[config.mk]
export PLATFORM = sky130hd
export DESIGN_NAME = sha256_message_hasher_core
export DESIGN_NICKNAME = d
export VERILOG_FILES = /design/src/hdl/shm_pkg.sv /design/src/hdl/sha256_message_hasher_core.sv /design/src/hdl/shm_block_buf.sv
export SDC_FILE = /design/constraint.sdc
export NUM_CORES = 2
export LEC_CHECK = 0
export BUFFER_PORTS_ARGS = -buffer_cell sky130_fd_sc_hd__buf_2
export CORE_MARGIN = 4
export CORE_UTILIZATION = 55
export DETAILED_ROUTE_END_ITERATION = 8
export PLACE_DENSITY = 0.82
export SYNTH_ARGS = -nofsm -noshare
export SYNTH_HDL_FRONTEND = slang
export SYNTH_SLANG_ARGS = --single-unit
[constraint.sdc]
create_clock -name i_clk -period 36.4 [get_ports i_clk]
set_clock_uncertainty 0.15 [all_clocks]
set_input_delay 7.28 -clock i_clk [delete_from_list [all_inputs] [get_ports i_clk]]
set_output_delay 7.28 -clock i_clk [all_outputs]
set_load 0.01 [all_outputs]
[src/hdl/shm_pkg.sv]
package shm_pkg;

    localparam int WORD_W    = 32;
    localparam int BYTE_W    = 8;
    localparam int FILL_W    = 6;
    localparam int BLK_WORDS = 16;
    localparam int BLK_AW    = 4;
    localparam int HASH_WORDS = 8;
    localparam int HASH_AW   = 3;
    localparam int ROUNDS_W  = 6;
    localparam int LEN_W     = 64;

    localparam logic [BYTE_W-1:0] PAD_MARK  = 8'h80;
    localparam logic [FILL_W-1:0] LEN_START = 6'd56;
    localparam logic [FILL_W-1:0] FILL_LAST = 6'd63;

    typedef logic [WORD_W-1:0] t_word;

    // controller states
    typedef enum logic [2:0] {
        S_IN,
        S_PAD,
        S_LOAD,
        S_ROUND,
        S_STORE,
        S_OREAD,
        S_OCAP,
        S_OSHOW
    } t_state;

    // round constants
    localparam t_word K_TAB [64] = '{
        32'h428a2f98, 32'h71374491, 32'hb5c0fbcf, 32'he9b5dba5,
        32'h3956c25b, 32'h59f111f1, 32'h923f82a4, 32'hab1c5ed5,
        32'hd807aa98, 32'h12835b01, 32'h243185be, 32'h550c7dc3,
        32'h72be5d74, 32'h80deb1fe, 32'h9bdc06a7, 32'hc19bf174,
        32'he49b69c1, 32'hefbe4786, 32'h0fc19dc6, 32'h240ca1cc,
        32'h2de92c6f, 32'h4a7484aa, 32'h5cb0a9dc, 32'h76f988da,
        32'h983e5152, 32'ha831c66d, 32'hb00327c8, 32'hbf597fc7,
        32'hc6e00bf3, 32'hd5a79147, 32'h06ca6351, 32'h14292967,
        32'h27b70a85, 32'h2e1b2138, 32'h4d2c6dfc, 32'h53380d13,
        32'h650a7354, 32'h766a0abb, 32'h81c2c92e, 32'h92722c85,
        32'ha2bfe8a1, 32'ha81a664b, 32'hc24b8b70, 32'hc76c51a3,
        32'hd192e819, 32'hd6990624, 32'hf40e3585, 32'h106aa070,
        32'h19a4c116, 32'h1e376c08, 32'h2748774c, 32'h34b0bcb5,
        32'h391c0cb3, 32'h4ed8aa4a, 32'h5b9cca4f, 32'h682e6ff3,
        32'h748f82ee, 32'h78a5636f, 32'h84c87814, 32'h8cc70208,
        32'h90befffa, 32'ha4506ceb, 32'hbef9a3f7, 32'hc67178f2
    };

    // initial hash value
    localparam t_word IV_TAB [HASH_WORDS] = '{
        32'h6a09e667, 32'hbb67ae85, 32'h3c6ef372, 32'ha54ff53a,
        32'h510e527f, 32'h9b05688c, 32'h1f83d9ab, 32'h5be0cd19
    };

    function automatic t_word rotr(input t_word x, input int n);
        rotr = (x >> n) | (x << (WORD_W - n));
    endfunction

    function automatic t_word big_sig0(input t_word x);
        big_sig0 = rotr(x, 2) ^ rotr(x, 13) ^ rotr(x, 22);
    endfunction

    function automatic t_word big_sig1(input t_word x);
        big_sig1 = rotr(x, 6) ^ rotr(x, 11) ^ rotr(x, 25);
    endfunction

    function automatic t_word small_sig0(input t_word x);
        small_sig0 = rotr(x, 7) ^ rotr(x, 18) ^ (x >> 3);
    endfunction

    function automatic t_word small_sig1(input t_word x);
        small_sig1 = rotr(x, 17) ^ rotr(x, 19) ^ (x >> 10);
    endfunction

    function automatic t_word f_ch(input t_word e, input t_word f, input t_word g);
        f_ch = (e & f) ^ (~e & g);
    endfunction

    function automatic t_word f_maj(input t_word a, input t_word b, input t_word c);
        f_maj = (a & b) ^ (a & c) ^ (b & c);
    endfunction

endpackage

[src/hdl/sha256_message_hasher_core.sv]
// SHA-256 message hasher.
// Input stream: one item per message byte. tdata carries the byte, tuser marks
// that a byte is present, tlast marks the final item of the message. An item
// with tuser low and tlast high ends the message without adding a byte (empty
// message or empty tail); an item with both low is dropped.
// Output stream: eight items per message, digest word 0 (most significant)
// first; tuser carries the word index and tlast flags word 7.
// Data bytes are taken back to back; each full 64-byte block holds the
// input while the chain value is read from its memory into the working
// registers, 64 rounds run at one per cycle, and the sums are added and written back.
// On the last item, padding bytes are fed one per cycle, outside compression,
// through the same byte path (up to 72 bytes, with one or two compressions),
// and each digest word then goes through memory read, capture and present.
// Reset clears the controller and marks every chain entry as holding the
// initial hash value; there is no clearing pass.
// While the receiver stalls, the current digest word holds on the output and
// no input is taken until all eight words are delivered.
module sha256_message_hasher_core
    import shm_pkg::*;
(
    input  logic        i_clk,
    input  logic        i_rst_n,
    // input stream
    input  logic        i_s_axis_tvalid,
    output logic        o_s_axis_tready,
    input  logic [7:0]  i_s_axis_tdata,   // [7:0] data_byte
    input  logic        i_s_axis_tuser,   // [0] byte_present
    input  logic        i_s_axis_tlast,   // message_end
    // digest stream
    output logic        o_m_axis_tvalid,
    input  logic        i_m_axis_tready,
    output logic [31:0] o_m_axis_tdata,   // [31:0] digest_word
    output logic [2:0]  o_m_axis_tuser,   // [2:0] word_index
    output logic        o_m_axis_tlast    // final_word
);

    t_state                r_state, n_state;
    logic [3:0]            r_cnt, n_cnt;
    logic [ROUNDS_W-1:0]   r_round;
    logic [FILL_W-1:0]     r_fill;
    logic [LEN_W-1:0]      r_bit_count;
    logic [LEN_W-1:0]      r_total;
    logic                  r_pad_active, r_pad_first, r_len_on, r_pad_done;
    logic [2:0]            r_len_cnt;
    logic [HASH_AW-1:0]    r_oidx;
    logic                  r_ovalid;
    t_word                 r_odata;
    logic [HASH_AW-1:0]    r_ouser;
    logic                  r_olast;

    // chain memory with per-entry valid bits (invalid reads as the IV)
    t_word                 r_chain_mem [HASH_WORDS];
    logic [HASH_WORDS-1:0] r_hvalid;
    t_word                 r_ch_q;
    logic                  r_ch_v;
    logic [HASH_AW-1:0]    r_ch_idx;
    t_word                 chain_val;

    // working variables a..h and message schedule window
    t_word                 r_v [HASH_WORDS];
    t_word                 r_w [BLK_WORDS];

    logic                  s_acc;
    logic                  push;
    logic [BYTE_W-1:0]     push_byte;
    logic [BYTE_W-1:0]     pad_byte;
    logic                  pad_zero;
    logic                  ch_rd, ch_we;
    logic [HASH_AW-1:0]    ch_raddr, ch_waddr;
    t_word                 ch_wdata;
    logic [BLK_AW-1:0]     blk_raddr;
    t_word                 blk_word;
    t_word                 wt, t1, t2;

    assign s_acc = i_s_axis_tvalid && o_s_axis_tready;

    // padding byte: marker, zeros up to byte 56, then the length big-endian
    assign pad_zero = !r_pad_first && !r_len_on && (r_fill != LEN_START);
    assign pad_byte = r_pad_first ? PAD_MARK :
                      (pad_zero ? '0 : r_total[LEN_W-1 -: BYTE_W]);

    // next state and control
    always_comb begin
        n_state         = r_state;
        n_cnt           = r_cnt;
        push            = 1'b0;
        push_byte       = i_s_axis_tdata;
        ch_rd           = 1'b0;
        ch_raddr        = r_cnt[HASH_AW-1:0];
        ch_we           = 1'b0;
        ch_waddr        = r_cnt[HASH_AW-1:0] - 3'd1;
        o_s_axis_tready = 1'b0;
        case (r_state)
            S_IN: begin
                o_s_axis_tready = 1'b1;
                if (i_s_axis_tvalid) begin
                    push = i_s_axis_tuser;
                    if (i_s_axis_tuser && r_fill == FILL_LAST) begin
                        n_state = S_LOAD;
                        n_cnt   = '0;
                    end else if (i_s_axis_tlast) begin
                        n_state = S_PAD;
                    end
                end
            end
            S_PAD: begin
                push      = 1'b1;
                push_byte = pad_byte;
                if (r_fill == FILL_LAST) begin
                    n_state = S_LOAD;
                    n_cnt   = '0;
                end
            end
            S_LOAD: begin
                ch_rd = !r_cnt[3];
                n_cnt = r_cnt + 4'd1;
                if (r_cnt[3]) begin
                    n_state = S_ROUND;
                end
            end
            S_ROUND: begin
                if (r_round == '1) begin
                    n_state = S_STORE;
                    n_cnt   = '0;
                end
            end
            S_STORE: begin
                ch_rd = !r_cnt[3];
                ch_we = (r_cnt != '0);
                n_cnt = r_cnt + 4'd1;
                if (r_cnt[3]) begin
                    if (!r_pad_active) begin
                        n_state = S_IN;
                    end else if (r_pad_done) begin
                        n_state = S_OREAD;
                    end else begin
                        n_state = S_PAD;
                    end
                end
            end
            S_OREAD: begin
                ch_rd    = 1'b1;
                ch_raddr = r_oidx;
                n_state  = S_OCAP;
            end
            S_OCAP: begin
                n_state = S_OSHOW;
            end
            S_OSHOW: begin
                if (i_m_axis_tready) begin
                    n_state = (r_oidx == '1) ? S_IN : S_OREAD;
                end
            end
            default: begin
                n_state = S_IN;
            end
        endcase
    end

    // control registers
    always_ff @(posedge i_clk) begin
        if (!i_rst_n) begin
            r_state      <= S_IN;
            r_cnt        <= '0;
            r_round      <= '0;
            r_fill       <= '0;
            r_bit_count  <= '0;
            r_pad_active <= 1'b0;
            r_pad_first  <= 1'b0;
            r_len_on     <= 1'b0;
            r_pad_done   <= 1'b0;
            r_len_cnt    <= '0;
            r_oidx       <= '0;
            r_ovalid     <= 1'b0;
            r_hvalid     <= '0;
        end else begin
            r_state <= n_state;
            r_cnt   <= n_cnt;
            if (r_state == S_ROUND) begin
                r_round <= r_round + 1'b1;
            end
            if (push) begin
                r_fill <= r_fill + 1'b1;
            end
            // message bookkeeping on input items
            if (s_acc) begin
                if (i_s_axis_tlast) begin
                    r_bit_count  <= '0;
                    r_pad_active <= 1'b1;
                    r_pad_first  <= 1'b1;
                    r_len_on     <= 1'b0;
                    r_pad_done   <= 1'b0;
                    r_len_cnt    <= '0;
                end else if (i_s_axis_tuser) begin
                    r_bit_count <= r_bit_count + LEN_W'(BYTE_W);
                end
            end
            // padding progress
            if (r_state == S_PAD) begin
                if (r_pad_first) begin
                    r_pad_first <= 1'b0;
                end else if (!pad_zero) begin
                    r_len_on  <= 1'b1;
                    r_len_cnt <= r_len_cnt + 1'b1;
                    if (r_len_cnt == '1) begin
                        r_pad_done <= 1'b1;
                    end
                end
            end
            if (ch_we) begin
                r_hvalid[ch_waddr] <= 1'b1;
            end
            // digest output
            if (r_state == S_OCAP) begin
                r_ovalid <= 1'b1;
            end
            if (r_state == S_OSHOW && i_m_axis_tready) begin
                r_ovalid <= 1'b0;
                r_oidx   <= r_oidx + 1'b1;
                if (r_oidx == '1) begin
                    r_hvalid     <= '0;
                    r_pad_active <= 1'b0;
                end
            end
        end
    end

    // length shift register: loaded at message end, shifted per length byte
    always_ff @(posedge i_clk) begin
        if (s_acc && i_s_axis_tlast) begin
            r_total <= r_bit_count + (i_s_axis_tuser ? LEN_W'(BYTE_W) : '0);
        end else if (r_state == S_PAD && !r_pad_first && !pad_zero) begin
            r_total <= {r_total[LEN_W-BYTE_W-1:0], {BYTE_W{1'b0}}};
        end
    end

    // chain memory
    always_ff @(posedge i_clk) begin
        if (ch_we) begin
            r_chain_mem[ch_waddr] <= ch_wdata;
        end
        if (ch_rd) begin
            r_ch_q   <= r_chain_mem[ch_raddr];
            r_ch_v   <= r_hvalid[ch_raddr];
            r_ch_idx <= ch_raddr;
        end
    end

    assign chain_val = r_ch_v ? r_ch_q : IV_TAB[r_ch_idx];
    assign ch_wdata  = chain_val + r_v[0];

    // block buffer; during rounds the next word is prefetched
    assign blk_raddr = (r_state == S_ROUND) ? (r_round[BLK_AW-1:0] + 1'b1) : '0;

    shm_block_buf u_buf (
        .i_clk     (i_clk),
        .i_push    (push),
        .i_byte    (push_byte),
        .i_fill    (r_fill),
        .i_rd_addr (blk_raddr),
        .o_rd_word (blk_word)
    );

    // round datapath
    assign wt = (r_round < ROUNDS_W'(BLK_WORDS)) ? blk_word :
                (r_w[0] + small_sig0(r_w[1]) + r_w[9] + small_sig1(r_w[14]));
    assign t1 = r_v[7] + big_sig1(r_v[4]) + f_ch(r_v[4], r_v[5], r_v[6])
              + K_TAB[r_round] + wt;
    assign t2 = big_sig0(r_v[0]) + f_maj(r_v[0], r_v[1], r_v[2]);

    always_ff @(posedge i_clk) begin
        case (r_state)
            S_LOAD: begin
                // shift chain words in from the top, word 0 ends in a
                if (r_cnt != '0) begin
                    for (int i = 0; i < HASH_WORDS - 1; i++) begin
                        r_v[i] <= r_v[i+1];
                    end
                    r_v[HASH_WORDS-1] <= chain_val;
                end
            end
            S_ROUND: begin
                r_v[7] <= r_v[6];
                r_v[6] <= r_v[5];
                r_v[5] <= r_v[4];
                r_v[4] <= r_v[3] + t1;
                r_v[3] <= r_v[2];
                r_v[2] <= r_v[1];
                r_v[1] <= r_v[0];
                r_v[0] <= t1 + t2;
                for (int i = 0; i < BLK_WORDS - 1; i++) begin
                    r_w[i] <= r_w[i+1];
                end
                r_w[BLK_WORDS-1] <= wt;
            end
            S_STORE: begin
                // rotate so each write sees its own working variable in a
                if (ch_we) begin
                    for (int i = 0; i < HASH_WORDS - 1; i++) begin
                        r_v[i] <= r_v[i+1];
                    end
                    r_v[HASH_WORDS-1] <= r_v[0];
                end
            end
            default: begin
            end
        endcase
    end

    // output register
    always_ff @(posedge i_clk) begin
        if (r_state == S_OCAP) begin
            r_odata <= chain_val;
            r_ouser <= r_oidx;
            r_olast <= (r_oidx == '1);
        end
    end

    assign o_m_axis_tvalid = r_ovalid;
    assign o_m_axis_tdata  = r_odata;
    assign o_m_axis_tuser  = r_ouser;
    assign o_m_axis_tlast  = r_olast;

endmodule

[src/hdl/shm_block_buf.sv]
// Message block buffer: packs bytes big-endian into words, 16-word memory
module shm_block_buf
    import shm_pkg::*;
(
    input  logic              i_clk,
    input  logic              i_push,
    input  logic [BYTE_W-1:0] i_byte,
    input  logic [FILL_W-1:0] i_fill,
    input  logic [BLK_AW-1:0] i_rd_addr,
    output t_word             o_rd_word
);

    logic [WORD_W-BYTE_W-1:0] r_acc;
    t_word                    r_mem [BLK_WORDS];
    t_word                    r_q;

    // byte gathering and word write on every fourth byte
    always_ff @(posedge i_clk) begin
        if (i_push) begin
            r_acc <= {r_acc[WORD_W-2*BYTE_W-1:0], i_byte};
            if (i_fill[1:0] == 2'd3) begin
                r_mem[i_fill[FILL_W-1:2]] <= {r_acc, i_byte};
            end
        end
    end

    // registered read
    always_ff @(posedge i_clk) begin
        r_q <= r_mem[i_rd_addr];
    end

    assign o_rd_word = r_q;

endmodule
==> impl_metrics.json <==
{
  "max_freq_mhz": 88.0,
  "grt_pass1_wl_um": 357000,
  "core_um2": 158000,
  "cts_setup_buffers": 0,
  "antenna_found_initial": 11,
  "hold_buffers": 0,
  "routabilityCongestion": 0.985,
  "synth_seq_cells": 1824,
  "synth_area_leader_cell": "edfxtp_1",
  "wl_per_cell_um": 25.5,
  "fillers": 11900,
  "firstDrtPassIters": 8,
  "utilization": 0.608,
  "cp-start-kind": "flip-flop",
  "mappedNetlistArea_um2": 87400,
  "cp.arrival_ps": 11790,
  "worstMarginPinSlew_ps": 1330,
  "cts_tree": "yes",
  "grt_use_total": 0.287,
  "slowest_delay_ps": 520,
  "finalCritPeriodShare": 0.312,
  "clkTransAtPathRegs_ps": 70,
  "max_slew_margin": 0.104,
  "grt_pass1_vias": 56600,
  "ys_types": 93,
  "syn_to_final_growth_pct": 9.95,
  "grt_max_degree": 212,
  "ctsResizeCount": 0,
  "hpwl_um": 156000,
  "viasPerCell": 6.24,
  "cts_made_buffers": 183,
  "ys_seq_area_frac": 0.612,
  "synth_area_per_cell_um2": 12.1,
  "drtIter0Drc": 7491,
  "ys.flop_type": "edfxtp_1",
  "die_w_um": 407,
  "clock-sinks": 1824,
  "hold_path.class": "flip-flop to flip-flop",
  "ant_nets": 0,
  "rows": 146,
  "drc": 0,
  "synth_cells": 7216,
  "grt_overflow_total": 0,
  "start_util": 0.553,
  "setup.worst_path.class": "flip-flop to flip-flop",
  "p_per_area_nw_per_um2": 84.4,
  "pin_count": 52,
  "yosysWarnings": 0,
  "clkLatencyLatePin_ps": 820,
  "async_flop_share": 0,
  "ir_drop_mv": 0.0929,
  "wirelength_um": 240000,
  "root_buffer": "clkbuf_16",
  "setup_violations": 0,
  "r2r_slack_ps": 25040,
  "nets": 7572,
  "final_cell_count_no_fill": 9398,
  "synth_edf_count": 1693,
  "via_count": 58600,
  "max_cap_violations": 0,
  "grt_setup_unrepaired": "false",
  "final_common_cell": "edfxtp_1",
  "endpoint_kind": "flip-flop",
  "port_buffers": 51,
  "design_area_um2": 96100,
  "setup_tns_ps": 0,
  "hold_viol": 0,
  "place_area_um2": 90000,
  "status": "finished clean",
  "cp_max_fo": 6,
  "report.final.slew_viol_count": 0,
  "critPathSlowestCell": "fa_1",
  "p_leak_nw": 34.3,
  "synth_area_leaders": "edfxtp_1, nand2_1, fa_1",
  "htreeDepth": 4,
  "synth_nets": 7617,
  "cts_buffer_depth": 3,
  "die_y_um": 407,
  "min_period_ps": 11360,
  "dieArea_um2": 165000,
  "drive_above_1_share": 0.0948,
  "mostFrequentLayoutCells": "edfxtp_1, nand2_1, o21ai_0, a21oi_1, xnor2_1",
  "synth_top_area_frac": 0.582,
  "dp.cells": 9058,
  "crit_required_ps": 36830
}
power breakdown:
group	total (mW)	internal, mW	switching [mW]
Clock	1.93	1.10	0.826
Combinational	3.54	1.37	2.17
Sequential	2.64	2.53	0.114
cell families (layout without fill, tap and decap cells):
logic type | Yosys count | count (layout) | synth area share
AO/OA/AOI/OAI | 1362 | 1362 | 0.0956
XOR/XNOR | 494 | 494 | 0.0495
adder cells (fa/ha/maj) | 398 | 398 | 0.0729
buffers and inverters | 726 | 833 | 0.0313
flip-flops | 1824 | 1824 | 0.612
multiplexers | 249 | 249 | 0.0315
other | 0 | 3 | 0
AND/OR/NAND/NOR | 2163 | 2163 | 0.108
cell usage after synthesis (all sizes together) (21+ instances only):
master	number
a211oi	39
a21o	95
a21oi	382
a221oi	41
a31oi	24
and2	34
and3	74
buf	44
clkbuf	349
dfxtp	131
edfxtp	1693
fa	189
ha	198
inv	330
mux2	169
mux2i	76
nand2	1215
nand2b	28
nand3	282
nand4	37
nor2	284
nor2b	34
nor3	80
o21a	39
o21ai	481
o21bai	21
o221ai	41
o31ai	50
or3	39
xnor2	346
xor2	148
per-layer routing:
layer | global-route usage | routed length, µm
met1 | 0.402 | 94500
met2 | 0.442 | 109000
met3 | 0.0599 | 25200
met4 | 0.120 | 10600
met5 | 0 | 41
flip-flops by register name, summed over array words and instances, names as in the netlist, 3 cells and up:
register / flops
r_fill: 6
r_state: 3
r_len_cnt: 3
r_hvalid: 8
u_buf.r_mem: 512
r_ch_idx: 3
u_buf.o_rd_word: 32
r_v: 256
r_chain_mem: 256
r_oidx: 3
o_m_axis_tuser: 3
o_m_axis_tdata: 32
r_cnt: 4
r_round: 6
r_total: 61
r_ch_q: 32
r_bit_count: 61
u_buf.r_acc: 24
r_w: 512
worst max-delay path: cells and delay by family, from the launching register on:
| kind | cells | cell delay, ps |
|---|---|---|
| and+or+nand+nor | 4 | 620 |
| muxes | 1 | 370 |
| AOI/OAI and AO/OA | 21 | 4820 |
| DFF | 1 | 460 |
| xor gates and xnor gates | 3 | 500 |
| buffers and inverters | 6 | 330 |
| adders and majority gates | 9 | 3870 |
layout make-up:
class	count	area, µm²	share of cell area
sequential	1824	53500	0.556
clock inverter	108	1270	0.0132
tap	2072	2590	0.0270
multi-input combinational	4666	31500	0.328
timing repair buffer	163	1110	0.0115
clock buffer	229	4870	0.0507
inverter	333	1260	0.0131
antenna	3	7.51	0.0000781
final timing paths:
kind         depth (start not counted)    endpoint         from
max reg2reg                         44  r_v[0][31]  r_w[1][213]
min                                  0  r_w[1][96]  r_w[1][128]
max                                 44  r_v[0][31]  r_w[1][213]
min reg2reg                          0  r_w[1][96]  r_w[1][128]
through the flow:
stage / power (mW) / worst slack, ps / hold WS, ps
6_report: 8.11 / 25040 / 236
5_1_grt: 8.56 / 24570 / 244
4_1_cts: 8.07 / 25160 / 228
3_5_place_dp: 6.13 / 25210 / 255
3_3_place_gp: 6.08 / 25310 / 250
2_1_floorplan: 5.24 / 19590 / 250
Power figures use the tool's default switching activity.
